===== src/design/mfa_pkg.sv =====
// Package: format constants and the shared field width for the minifloat adder.
package mfa_pkg;
  localparam int unsigned EXP_W_DEF  = 8;
  localparam int unsigned FRAC_W_DEF = 13;
  localparam int unsigned FIELD_W    = 22;
endpackage


===== src/design/mfa_align.sv =====
// Stage 1: unpack, special cases, order by magnitude, align smaller operand.
module mfa_align import mfa_pkg::*; #(
  parameter int unsigned EXP_W  = EXP_W_DEF,
  parameter int unsigned FRAC_W = FRAC_W_DEF,
  localparam int unsigned SW = FRAC_W + 4,
  localparam int unsigned EW = (EXP_W + 2 > $clog2(SW) + 1) ? EXP_W + 2 : $clog2(SW) + 1
) (
  input  logic [FIELD_W-1:0] a_i,
  input  logic [FIELD_W-1:0] b_i,
  output logic               spec_o,
  output logic [FIELD_W-1:0] spec_val_o,
  output logic               sub_o,
  output logic               sign_o,
  output logic [EW-1:0]      ex_o,
  output logic [SW-1:0]      xs_o,
  output logic [SW-1:0]      ys_o
);
  localparam int unsigned FMT = 1 + EXP_W + FRAC_W;
  localparam int unsigned FW  = (FMT > FIELD_W) ? FMT : FIELD_W;
  logic [FW-1:0] aw, bw, qnan, ainf, binf, spec_full;
  logic [EXP_W-1:0] ea, eb;
  logic [FRAC_W-1:0] fa, fb;
  logic sa, sb, za, zb, ia, ib, na, nb, swap;
  logic [EXP_W-1:0] exa, exb, exx, exy, de;
  logic [FRAC_W:0] siga, sigb, sx, sy;
  logic [SW-1:0] yss, lostm;
  logic [FW-1:0] ones;

  always_comb begin
    ones = '0;
    ones[FMT-1:0] = '1;
    aw = FW'(a_i) & ones;
    bw = FW'(b_i) & ones;
    ea = aw[FRAC_W +: EXP_W];
    eb = bw[FRAC_W +: EXP_W];
    fa = aw[FRAC_W-1:0];
    fb = bw[FRAC_W-1:0];
    sa = aw[FMT-1];
    sb = bw[FMT-1];
    za = (ea == '0) && (fa == '0);
    zb = (eb == '0) && (fb == '0);
    ia = (ea == '1) && (fa == '0);
    ib = (eb == '1) && (fb == '0);
    na = (ea == '1) && (fa != '0);
    nb = (eb == '1) && (fb != '0);
    exa = (ea == '0) ? EXP_W'(1) : ea;
    exb = (eb == '0) ? EXP_W'(1) : eb;
    siga = {(ea != '0), fa};
    sigb = {(eb != '0), fb};
    qnan = '0;
    qnan[FRAC_W +: EXP_W] = '1;
    qnan[FRAC_W-1] = 1'b1;
    ainf = '0;
    ainf[FRAC_W +: EXP_W] = '1;
    ainf[FMT-1] = sa;
    binf = ainf;
    binf[FMT-1] = sb;
    spec_o = 1'b1;
    if (na || nb || (ia && ib && (sa != sb))) spec_full = qnan;
    else if (ia) spec_full = ainf;
    else if (ib) spec_full = binf;
    else if (za) spec_full = bw;
    else if (zb) spec_full = aw;
    else begin
      spec_full = '0;
      spec_o = 1'b0;
    end
    spec_val_o = spec_full[FIELD_W-1:0];
    swap = (exa < exb) || ((exa == exb) && (siga < sigb));
    exx = swap ? exb : exa;
    exy = swap ? exa : exb;
    sx  = swap ? sigb : siga;
    sy  = swap ? siga : sigb;
    sign_o = swap ? sb : sa;
    sub_o = sa != sb;
    de = exx - exy;
    xs_o = {sx, 3'b000};
    yss = {sy, 3'b000};
    ex_o = EW'(exx);
    lostm = '0;
    if (32'(de) > FRAC_W + 4) ys_o = SW'(1);
    else begin
      lostm = ~(SW'('1) << de);
      ys_o = (yss >> de) | SW'((yss & lostm) != '0);
    end
  end
endmodule


===== src/design/mfa_addnorm.sv =====
// Stage 2: add or subtract, carry fix, leading-zero count.
module mfa_addnorm import mfa_pkg::*; #(
  parameter int unsigned EXP_W  = EXP_W_DEF,
  parameter int unsigned FRAC_W = FRAC_W_DEF,
  localparam int unsigned SW = FRAC_W + 4,
  localparam int unsigned EW = (EXP_W + 2 > $clog2(SW) + 1) ? EXP_W + 2 : $clog2(SW) + 1
) (
  input  logic          sub_i,
  input  logic [EW-1:0] ex_i,
  input  logic [SW-1:0] xs_i,
  input  logic [SW-1:0] ys_i,
  output logic          zero_o,
  output logic [EW-1:0] ex_o,
  output logic [SW-1:0] rs_o,
  output logic [EW-1:0] lz_o
);
  logic [SW:0] r;
  logic [SW-1:0] rs;
  logic found;
  always_comb begin
    r = sub_i ? ({1'b0, xs_i} - {1'b0, ys_i}) : ({1'b0, xs_i} + {1'b0, ys_i});
    zero_o = (r == '0);
    if (r[SW]) begin
      rs = r[SW:1] | SW'(r[0]);
      ex_o = ex_i + EW'(1);
    end else begin
      rs = r[SW-1:0];
      ex_o = ex_i;
    end
    rs_o = rs;
    lz_o = '0;
    found = 1'b0;
    for (int i = SW - 2; i >= 0; i--) begin
      if (!found && !rs[i+1]) lz_o = lz_o + EW'(1);
      else found = 1'b1;
    end
  end
endmodule


===== src/design/mfa_round.sv =====
// Stage 3: normalize shift, round to nearest even, pack.
module mfa_round import mfa_pkg::*; #(
  parameter int unsigned EXP_W  = EXP_W_DEF,
  parameter int unsigned FRAC_W = FRAC_W_DEF,
  localparam int unsigned SW = FRAC_W + 4,
  localparam int unsigned EW = (EXP_W + 2 > $clog2(SW) + 1) ? EXP_W + 2 : $clog2(SW) + 1
) (
  input  logic               sign_i,
  input  logic               zero_i,
  input  logic [EW-1:0]      ex_i,
  input  logic [SW-1:0]      rs_i,
  input  logic [EW-1:0]      lz_i,
  output logic [FIELD_W-1:0] sum_o
);
  localparam int unsigned FMT = 1 + EXP_W + FRAC_W;
  localparam int unsigned FW  = (FMT > FIELD_W) ? FMT : FIELD_W;
  logic [EW-1:0] sh, ex;
  logic [SW-1:0] rs;
  logic [FRAC_W+1:0] sig;
  logic [FW-1:0] w;
  always_comb begin
    sh = (ex_i - EW'(1) < lz_i) ? ex_i - EW'(1) : lz_i;
    rs = rs_i << sh;
    ex = ex_i - sh;
    sig = {1'b0, rs[SW-1:3]};
    if (rs[2] && (rs[1] || rs[0] || sig[0])) begin
      sig = sig + 1'b1;
      if (sig[FRAC_W+1]) begin
        sig = sig >> 1;
        ex = ex + EW'(1);
      end
    end
    w = '0;
    if (zero_i) w = '0;
    else if (ex >= EW'({EXP_W{1'b1}})) begin
      w[FRAC_W +: EXP_W] = '1;
      w[FMT-1] = sign_i;
    end else begin
      w[FRAC_W-1:0] = sig[FRAC_W-1:0];
      w[FRAC_W +: EXP_W] = sig[FRAC_W] ? ex[EXP_W-1:0] : '0;
      w[FMT-1] = sign_i;
    end
    sum_o = w[FIELD_W-1:0];
  end
endmodule


===== src/design/minifloat_adder_rne.sv =====
// Top level: three-stage pipelined minifloat adder with round to nearest even.
// Usage:
//   Input channel: operand_a_i/operand_b_i with in_valid_i; a beat is taken
//   when in_valid_i is high and in_stall_o is low.
//   Output channel: sum_o with out_valid_o; a beat leaves when out_valid_o is
//   high and out_stall_i is low.
//   Throughput: one beat per cycle while out_stall_i is low;
//   stages are align, add/leading-zero count, normalize/round, each
//   behind its own register.
//   Stall: out_stall_i holds the output register; empty stages still fill,
//   and in_stall_o rises only once all three stages hold beats, so no beat
//   is lost or repeated.
//   Reset: rst_ni clears all valid bits; the pipe is then empty.
//   Special values: NaN or opposite infinities give +qNaN, a zero operand
//   returns the other unchanged, exact cancellation gives +0.
module minifloat_adder_rne import mfa_pkg::*; #(
  parameter int unsigned EXP_W  = EXP_W_DEF,
  parameter int unsigned FRAC_W = FRAC_W_DEF
) (
  input  logic               clk_i,
  input  logic               rst_ni,
  input  logic               in_valid_i,
  output logic               in_stall_o,
  input  logic [FIELD_W-1:0] operand_a_i,
  input  logic [FIELD_W-1:0] operand_b_i,
  output logic               out_valid_o,
  input  logic               out_stall_i,
  output logic [FIELD_W-1:0] sum_o
);
  localparam int unsigned SW = FRAC_W + 4;
  localparam int unsigned EW = (EXP_W + 2 > $clog2(SW) + 1) ? EXP_W + 2 : $clog2(SW) + 1;

  logic v1_q, v2_q, v3_q;
  logic en1, en2, en3;
  logic s1_spec_d, s1_sub_d, s1_sign_d;
  logic [FIELD_W-1:0] s1_sval_d;
  logic [EW-1:0] s1_ex_d;
  logic [SW-1:0] s1_xs_d, s1_ys_d;
  logic s1_spec_q, s1_sub_q, s1_sign_q;
  logic [FIELD_W-1:0] s1_sval_q;
  logic [EW-1:0] s1_ex_q;
  logic [SW-1:0] s1_xs_q, s1_ys_q;
  logic s2_zero_d;
  logic [EW-1:0] s2_ex_d, s2_lz_d;
  logic [SW-1:0] s2_rs_d;
  logic s2_spec_q, s2_sign_q, s2_zero_q;
  logic [FIELD_W-1:0] s2_sval_q;
  logic [EW-1:0] s2_ex_q, s2_lz_q;
  logic [SW-1:0] s2_rs_q;
  logic [FIELD_W-1:0] s3_sum_d, sum_q;

  assign en3 = !v3_q || !out_stall_i;
  assign en2 = !v2_q || en3;
  assign en1 = !v1_q || en2;
  assign in_stall_o = !en1;
  assign out_valid_o = v3_q;
  assign sum_o = sum_q;

  mfa_align #(.EXP_W(EXP_W), .FRAC_W(FRAC_W)) u_align (
    .a_i(operand_a_i), .b_i(operand_b_i), .spec_o(s1_spec_d), .spec_val_o(s1_sval_d),
    .sub_o(s1_sub_d), .sign_o(s1_sign_d), .ex_o(s1_ex_d), .xs_o(s1_xs_d), .ys_o(s1_ys_d)
  );
  mfa_addnorm #(.EXP_W(EXP_W), .FRAC_W(FRAC_W)) u_add (
    .sub_i(s1_sub_q), .ex_i(s1_ex_q), .xs_i(s1_xs_q), .ys_i(s1_ys_q),
    .zero_o(s2_zero_d), .ex_o(s2_ex_d), .rs_o(s2_rs_d), .lz_o(s2_lz_d)
  );
  mfa_round #(.EXP_W(EXP_W), .FRAC_W(FRAC_W)) u_round (
    .sign_i(s2_sign_q), .zero_i(s2_zero_q), .ex_i(s2_ex_q), .rs_i(s2_rs_q),
    .lz_i(s2_lz_q), .sum_o(s3_sum_d)
  );

  always_ff @(posedge clk_i or negedge rst_ni) begin
    if (!rst_ni) begin
      v1_q <= 1'b0;
      v2_q <= 1'b0;
      v3_q <= 1'b0;
    end else begin
      if (en1) v1_q <= in_valid_i;
      if (en2) v2_q <= v1_q;
      if (en3) v3_q <= v2_q;
    end
  end

  always_ff @(posedge clk_i) begin
    if (en1 && in_valid_i) begin
      s1_spec_q <= s1_spec_d;
      s1_sval_q <= s1_sval_d;
      s1_sub_q  <= s1_sub_d;
      s1_sign_q <= s1_sign_d;
      s1_ex_q   <= s1_ex_d;
      s1_xs_q   <= s1_xs_d;
      s1_ys_q   <= s1_ys_d;
    end
    if (en2 && v1_q) begin
      s2_spec_q <= s1_spec_q;
      s2_sval_q <= s1_sval_q;
      s2_sign_q <= s1_sign_q;
      s2_zero_q <= s2_zero_d;
      s2_ex_q   <= s2_ex_d;
      s2_rs_q   <= s2_rs_d;
      s2_lz_q   <= s2_lz_d;
    end
    if (en3 && v2_q) sum_q <= s2_spec_q ? s2_sval_q : s3_sum_d;
  end
endmodule


===== config.mk =====
export PLATFORM = sky130hd
export DESIGN_NAME = minifloat_adder_rne
export DESIGN_NICKNAME = d
export VERILOG_FILES = /design/src/design/mfa_pkg.sv /design/src/design/mfa_align.sv /design/src/design/mfa_addnorm.sv /design/src/design/mfa_round.sv /design/src/design/minifloat_adder_rne.sv
export SDC_FILE = /design/constraint.sdc
export NUM_CORES = 1
export LEC_CHECK = 0
export ABC_AREA = 1
export ABC_CLOCK_PERIOD_IN_PS = 20800
export BUFFER_PORTS_ARGS = -buffer_cell sky130_fd_sc_hd__buf_2
export CAP_MARGIN = 20
export CORE_ASPECT_RATIO = 1.5
export CORE_MARGIN = 10
export CORE_UTILIZATION = 25
export CTS_CLUSTER_DIAMETER = 30
export DETAILED_ROUTE_END_ITERATION = 8
export REMOVE_ABC_BUFFERS = 1
export SYNTH_ARGS = -nofsm -noshare
export SYNTH_HDL_FRONTEND = slang
export SYNTH_SLANG_ARGS = --single-unit

===== constraint.sdc =====
create_clock -name clk_i -period 20.8 [get_ports clk_i]
set_clock_uncertainty 0.05 [all_clocks]
set_input_delay 1.04 -clock clk_i [delete_from_list [all_inputs] [get_ports clk_i]]
set_output_delay 1.04 -clock clk_i [all_outputs]
set_load 0.02 [all_outputs]

=== Word-level counts from Yosys, hierarchy flattened ===
Index checks and enable logic that the tools add are counted.

* ROM bits: 0
* Register bits after elaboration: 150
* Input port bits: 48
* Output and inout bits: 24
* Latch bits: 0
* Memories kept: 0
* Logic and storage cells: 198
* Memory bits (writable): 0

* Eq/ne operators: 4
* Order comparisons: 5
* Mux-type cells: 56
* Reductions and logical operators: 83
* Multipliers: 0
* $add $sub $neg: 23
* Shift operators: 3
* Bitwise operators: 4
* Divide/modulo/power cells: 0

{| class="wikitable"
|+ Operators with widths
! kind !! count
|-
| 10-bit 2-to-1 mux || 18
|-
| 10-bit by 1-bit adder with 10-bit output (second input constant) || 15
|-
| 22-bit 2-to-1 mux || 6
|-
| 14-bit 2-to-1 mux || 4
|-
| 8-bit 2-to-1 mux || 7
|-
| 1-bit zero test || 35
|-
| 17-bit by 1-bit bitwise OR with 17-bit output || 2
|-
| 1-bit logical AND || 28
|-
| 13-bit zero test || 2
|-
| 13-bit nonzero test || 2
|-
| 17-bit by 17-bit adder with 18-bit output || 1
|-
| 18-bit zero test || 1
|-
| 1-bit 2-to-1 mux || 18
|-
| 18-bit 2-to-1 mux || 1
|-
| 17-bit by 17-bit subtractor with 18-bit output || 1
|-
| 17-bit AND || 1
|-
| 17-bit 2-to-1 mux || 1
|-
| 17-bit inverter || 1
|-
| 17-bit nonzero test || 1
|-
| 17-bit by 10-bit left shift with 17-bit output || 1
|-
| 17-bit by 8-bit left shift with 17-bit output (first input constant) || 1
|-
| 17-bit by 8-bit right shift with 17-bit output || 1
|-
| 8-bit == test (second input constant) || 2
|-
| 8-bit zero test || 2
|-
| 18 further kinds || 26
|}

=== Longest topological paths before layout ===
* Depth after elaboration: 49
* Gate-level depth with buffers: 69
* Mapped depth without buffers: 68

=== By module ===
From an unflattened synthesis, not the netlist that was laid out.

* Cells, all modules: 2,220
* Area total of the unflattened synthesis: 15,362.2 um^2

{| class="wikitable"
|+ Modules (own cells, without submodules)
! module !! cells each !! instances !! sequential area each (um^2) !! area an instance (um^2)
|-
| minifloat_adder_rne || 240 || 1 || 4,669.5 || 5,151.2
|-
| mfa_round || 719 || 1 || 0.0 || 3,669.8
|-
| mfa_addnorm || 654 || 1 || 0.0 || 3,459.6
|-
| mfa_align || 607 || 1 || 0.0 || 3,081.7
|}

=== Worst setup path before layout ===
Ideal clock, no wire load.

* Path type: register to register
* Start: register s1_xs_q[11]
* End: register s2_lz_q[6], data pin
* Data required time: 20.497 ns
* Setup slack: 11.832 ns
* Buffers on the path: 1
* Stages on the path, launching flop included: 67
* Period minus slack after synthesis: 8.968 ns
* Arrival: 8.665 ns
* Cells stage by stage: edfxtp_1 > ha_1 > buf_2 > nor2_1 > nand2_1 > nor2_1 > nand2_1 > nand3_1 > nand2_1 > nand2_1 > nand2_1 > nand2_1 > inv_1 > nor2_1 > ha_1 > o21ai_0 > inv_1 > ha_1 > (+31 left out) > ha_1 > inv_1 > nand2_1 > and2_1 > ha_1 > nand2_1 > nand2_1 > ha_1 > o21ai_0 > inv_1 > ha_1 > inv_1 > nor2_1 > nand3_1 > nor2_1 > nand4_1 > nor2_1 > nor2_1

* Cells in the longest elaborated chain, start to end: 49

{| class="wikitable"
|+ RTL lines
! item !! RTL line !! text
|-
| start, declared || minifloat_adder_rne.sv:42 || <nowiki>logic [SW-1:0] s1_xs_q, s1_ys_q;</nowiki>
|-
| start signal, assigned || minifloat_adder_rne.sv:91 || <nowiki>s1_xs_q <= s1_xs_d;</nowiki>
|-
| 17-bit by 17-bit adder with 18-bit output or 17-bit by 17-bit subtractor with 18-bit output (tied branches) || mfa_addnorm.sv:21 || <nowiki>r = sub_i ? ({1'b0, xs_i} - {1'b0, ys_i}) : ({1'b0, xs_i} + {1'b0, ys_i});</nowiki>
|-
| 18-bit 2-to-1 mux (*) || mfa_addnorm.sv:21 ||
|-
| 17-bit by 1-bit bitwise OR with 17-bit output || mfa_addnorm.sv:24 || <nowiki>rs = r[SW:1] | SW'(r[0]);</nowiki>
|-
| 17-bit 2-to-1 mux (*) || mfa_addnorm.sv:23 || <nowiki>if (r[SW]) begin</nowiki>
|-
| parallel branches: the longest is 44 deep, another holds 10-bit by 1-bit adder with 10-bit output || n/a ||
|-
| 10-bit 2-to-1 mux (*) || mfa_addnorm.sv:34 || <nowiki>if (!found && !rs[i+1]) lz_o = lz_o + EW'(1);</nowiki>
|-
| net s2_lz_d[6] || minifloat_adder_rne.sv:44 || <nowiki>logic [EW-1:0] s2_ex_d, s2_lz_d;</nowiki>
|-
| end signal, assigned || minifloat_adder_rne.sv:101 || <nowiki>s2_lz_q <= s2_lz_d;</nowiki>
|-
| end, declared || minifloat_adder_rne.sv:48 || <nowiki>logic [EW-1:0] s2_ex_q, s2_lz_q;</nowiki>
|}

Mark *: on every way through the listed nets, which the timed path passes.
A chain may end at the register's enable or synchronous reset.

=== Worst setup path after layout ===
* Start: register s1_xs_q[6]
* End: register s2_lz_q[6], data pin

* Cells in the longest elaborated chain, start to end: 49

{| class="wikitable"
|+ RTL lines
! item !! RTL line !! text
|-
| 17-bit by 17-bit adder with 18-bit output or 17-bit by 17-bit subtractor with 18-bit output (tied branches) || mfa_addnorm.sv:21 ||
|-
| 18-bit 2-to-1 mux (*) || mfa_addnorm.sv:21 ||
|-
| 17-bit by 1-bit bitwise OR with 17-bit output || mfa_addnorm.sv:24 ||
|-
| 17-bit 2-to-1 mux (*) || mfa_addnorm.sv:23 ||
|-
| net s2_rs_d[16] || minifloat_adder_rne.sv:45 || <nowiki>logic [SW-1:0] s2_rs_d;</nowiki>
|-
| parallel branches: the longest is 44 deep, another holds 10-bit by 1-bit adder with 10-bit output || n/a ||
|-
| 10-bit 2-to-1 mux (*) || mfa_addnorm.sv:34 ||
|-
| net s2_lz_d[6] || minifloat_adder_rne.sv:44 ||
|}

Marks and branches as above.

==> results.md <==
* Outcome: complete, no violations
* Routed wire length at 41,340 um
* Die span in x at 212.9 um
* CTS clk-pin slew, worst paths at approximately 0.07 ns
* Hold Vio Cnt, Final at 0
* Most frequent cell after synthesis: nand2_1
* Most instantiated cells after synthesis: nand2_1 (575), inv_1 (297), nor2_1 (155)
* Placed cells at 2,742
* WP data arrival at 10.00 ns
* Setup bufs post-CTS at 0
* Total of max-cap violations at 0
* Achievable clock frequency at between 0.1 and 0.15 GHz
* Die area at approximately 66,000 um^2
* DR DRC count at 0
* Period minus WS final at about 9.8 ns
* Worst slew pin tran at just over 1 ns
* Most used DFF post-synth: edfxtp_1
* Sink count of the clock tree at 150
* Vias in the first global route at about 13,000
* Worst Path Buf+Inv at 12
* Gpl congestion at 0.9345
* FFs w/ async S/R, synth at under 10%
* I/O Pins at about 70
* Worst path required time at between 20 and 25 ns
* Synthesis Warnings at 0
* Routed WL per cell at 14.90 um
* TritonCTS Buffers at 17
* Yosys top cell by area: edfxtp_1
* Final Non-Filler Cells at 2,775
* Top post-synthesis cells by area: edfxtp_1 (32%), nand2_1 (15%), inv_1 (8.0%)
* Flops & latches, synth at 150
* Avg Inst Size Synth at 6.897 um^2
* CTS Buffer Depth at 2
* Unique masters post-synth at 64
* Slowest CP cell: ha_1
* Post-route antenna net violation count at 0
* Worst path max stage delay at 0.45 ns
* Core Region at approximately 56,000 um^2
* First-pass GRT wire length at around 66,000 um
* Pins over their slew limit at 0
* Cts repair resizes at 0
* Nets at 2,197
* Post-route setup TNS at 0 ns
* Hold_buf cts at 0
* Total track usage at 12.51%
* DRT Pass-1 Iters at 5
* Clk_lat worst skew at 0.44 ns
* CTS tree: built
* Mapped Cells at slightly above 2,000
* Starting Density at 25.11%
* Crit start category: register
* Initial DRC Count at 712
* Critical path class: reg2reg
* Max VDD drop at between 0.00005 and 0.00006 V
* Total power at about 0.0013 W
* Fin Hold WS at 0.3360 ns
* Hold Path Class: in2async
* Cell Pwr Density at 84.26 nW/um^2
* Placed cell area at ~15,000 um^2
* Pleak at 7.343 nW
* Setup-failing EPs final at 0
* Detailed placer's ending HPWL at 34,130 um
* Via density per instance at 4.714
* PortBufs at 71
* Root Buffer: clkbuf_16
* Share of layout cells above drive strength 1 at 9.841%
* Worst setup EP type: register
* H-tree depth at 4
* Fin crit share at 47.35%
* Layout area overhead at 11.81%
* Max_slew headroom at a little under a third
* ANT cells at 0
* Cell family with most CP delay: adder cells
* R2R Setup Slk at about 11 ns
* Yosys top cell area share at 31.64%
* Seq/Total Area, Yosys at 32.17%
* Initial antenna violation count at 0
* Footprint of the multi-input gates at 7993 um^2
* Most used cell, CP: nand2_1
* Fill count at 6,113
* Core Rows at roughly 110
* Largest net degree at the start of global routing at 67
* Vias at 13,080
* Die height at 309.3 um
* Unrepaired setup endpoints after global routing: no
* Critical path fanouts, max at 23
* Final instance area at roughly 16,000 um^2
* Area of the mapped netlist at about 14,000 um^2
* EDFF count, synth at about 150
* Register Area at 4489 um^2
* GR Overflow Total at 0
==> worst register-to-register path, delay by kind of cell, from the launching register on <==
| family | cells | cell delay, ns |
|---|---|---|
| and+or+nand+nor | 35 | 3.46 |
| DFF | 1 | 0.41 |
| adders and majority gates | 15 | 4.20 |
| buffers and inverters | 12 | 0.88 |
| AOI/OAI and AO/OA | 4 | 0.61 |
==> through the flow <==
step,setup WS (ns),utilization (%)
6_report,10.95,28.07
3_3_place_gp,11.02,27.01
2_1_floorplan,11.74,-
5_1_grt,9.991,28.07
3_5_place_dp,10.94,27.01
4_1_cts,10.93,28.06
==> cells by family (layout without fill, tap and decap cells) <==
logic type               Yosys count  count (layout)  synth area share, %
AO/OA/AOI/OAI                    310             310                12.72
XOR/XNOR                          55              55                3.452
adder cells (fa/ha/maj)           89              89                8.088
buffers and inverters            389             438                10.67
flip-flops                       150             150                32.17
multiplexers                       2               2               0.1435
other                              1               2              0.02688
AND/OR/NAND/NOR                 1027            1027                32.72
==> power breakdown <==
part | switching (W) | internal, W | leakage [nW]
clock network | 0.000136 | 0.000171 | 0.287
registers | 0.0000181 | 0.000378 | 1.48
logic | 0.000425 | 0.000186 | 5.58
==> placed cells by master (no fill, tap or decap), types with 8 or more instances in the layout <==
cell / Yosys / final
nand2_1: 575 / 574
inv_1: 297 / 296
nor2_1: 155 / 154
edfxtp_1: 147 / 147
o21ai_0: 144 / 144
nand3_1: 144 / 144
ha_1: 87 / 87
buf_2: 14 / 71
a21oi_1: 66 / 65
xor2_1: 41 / 41
nand4_1: 40 / 40
o21ai_1: 22 / 22
inv_2: 20 / 21
nor3_1: 20 / 20
nand2_2: 19 / 20
clkbuf_16: 0 / 17
xnor2_1: 14 / 14
nor4_1: 13 / 13
nand3_2: 11 / 11
o221ai_1: 11 / 11
a211oi_1: 11 / 11
buf_4: 2 / 10
o21bai_1: 8 / 8
==> path summary, 6_finish.rpt <==
check	start	to	cells after the start
worst max-delay path	s1_xs_q[6]	s2_lz_q[6]	66
worst min-delay path	rst_ni	out_valid_o	1
worst max register to register	s1_xs_q[6]	s2_lz_q[6]	66
worst min register to register	s1_sval_q[8]	s2_sval_q[8]	0
max in group asynchronous	rst_ni	v1_q	1
min in group clk_i	s1_sval_q[8]	s2_sval_q[8]	0
==> sequential cells by signal, indices dropped and copies added (netlist names), 8 cells and up <==
name / count
s1_ex_q: 8
s1_xs_q: 14
s2_rs_q: 17
s2_lz_q: 10
s2_sval_q: 22
sum_o: 22
s2_ex_q: 9
s1_sval_q: 22
s1_ys_q: 17
==> cell type report <==
| cell class | instances | share of cell area (%) |
|---|---|---|
| Sequential cell | 150 | 28.78 |
| Multi-Input combinational cell | 1485 | 51.23 |
| Tap cell | 702 | 5.630 |
| Inverter | 325 | 7.843 |
| Clock inverter | 14 | 1.011 |
| Clock buffer | 18 | 2.751 |
| Timing Repair Buffer | 81 | 2.759 |
==> per-layer routing <==
layer | wire length, um | up-vias | share of wire, % | global-route usage (%)
met2 | 22750 | 289 | 55 | 24.80
li1 | - | 6715 | - | -
met5 | 0 | - | 0 | 0
met1 | 15780 | 5991 | 38 | 12.58
met4 | 1482 | 0 | 3.6 | 5.409
met3 | 1324 | 85 | 3.2 | 1.646
No activity file was read; power rests on OpenSTA's default activity.
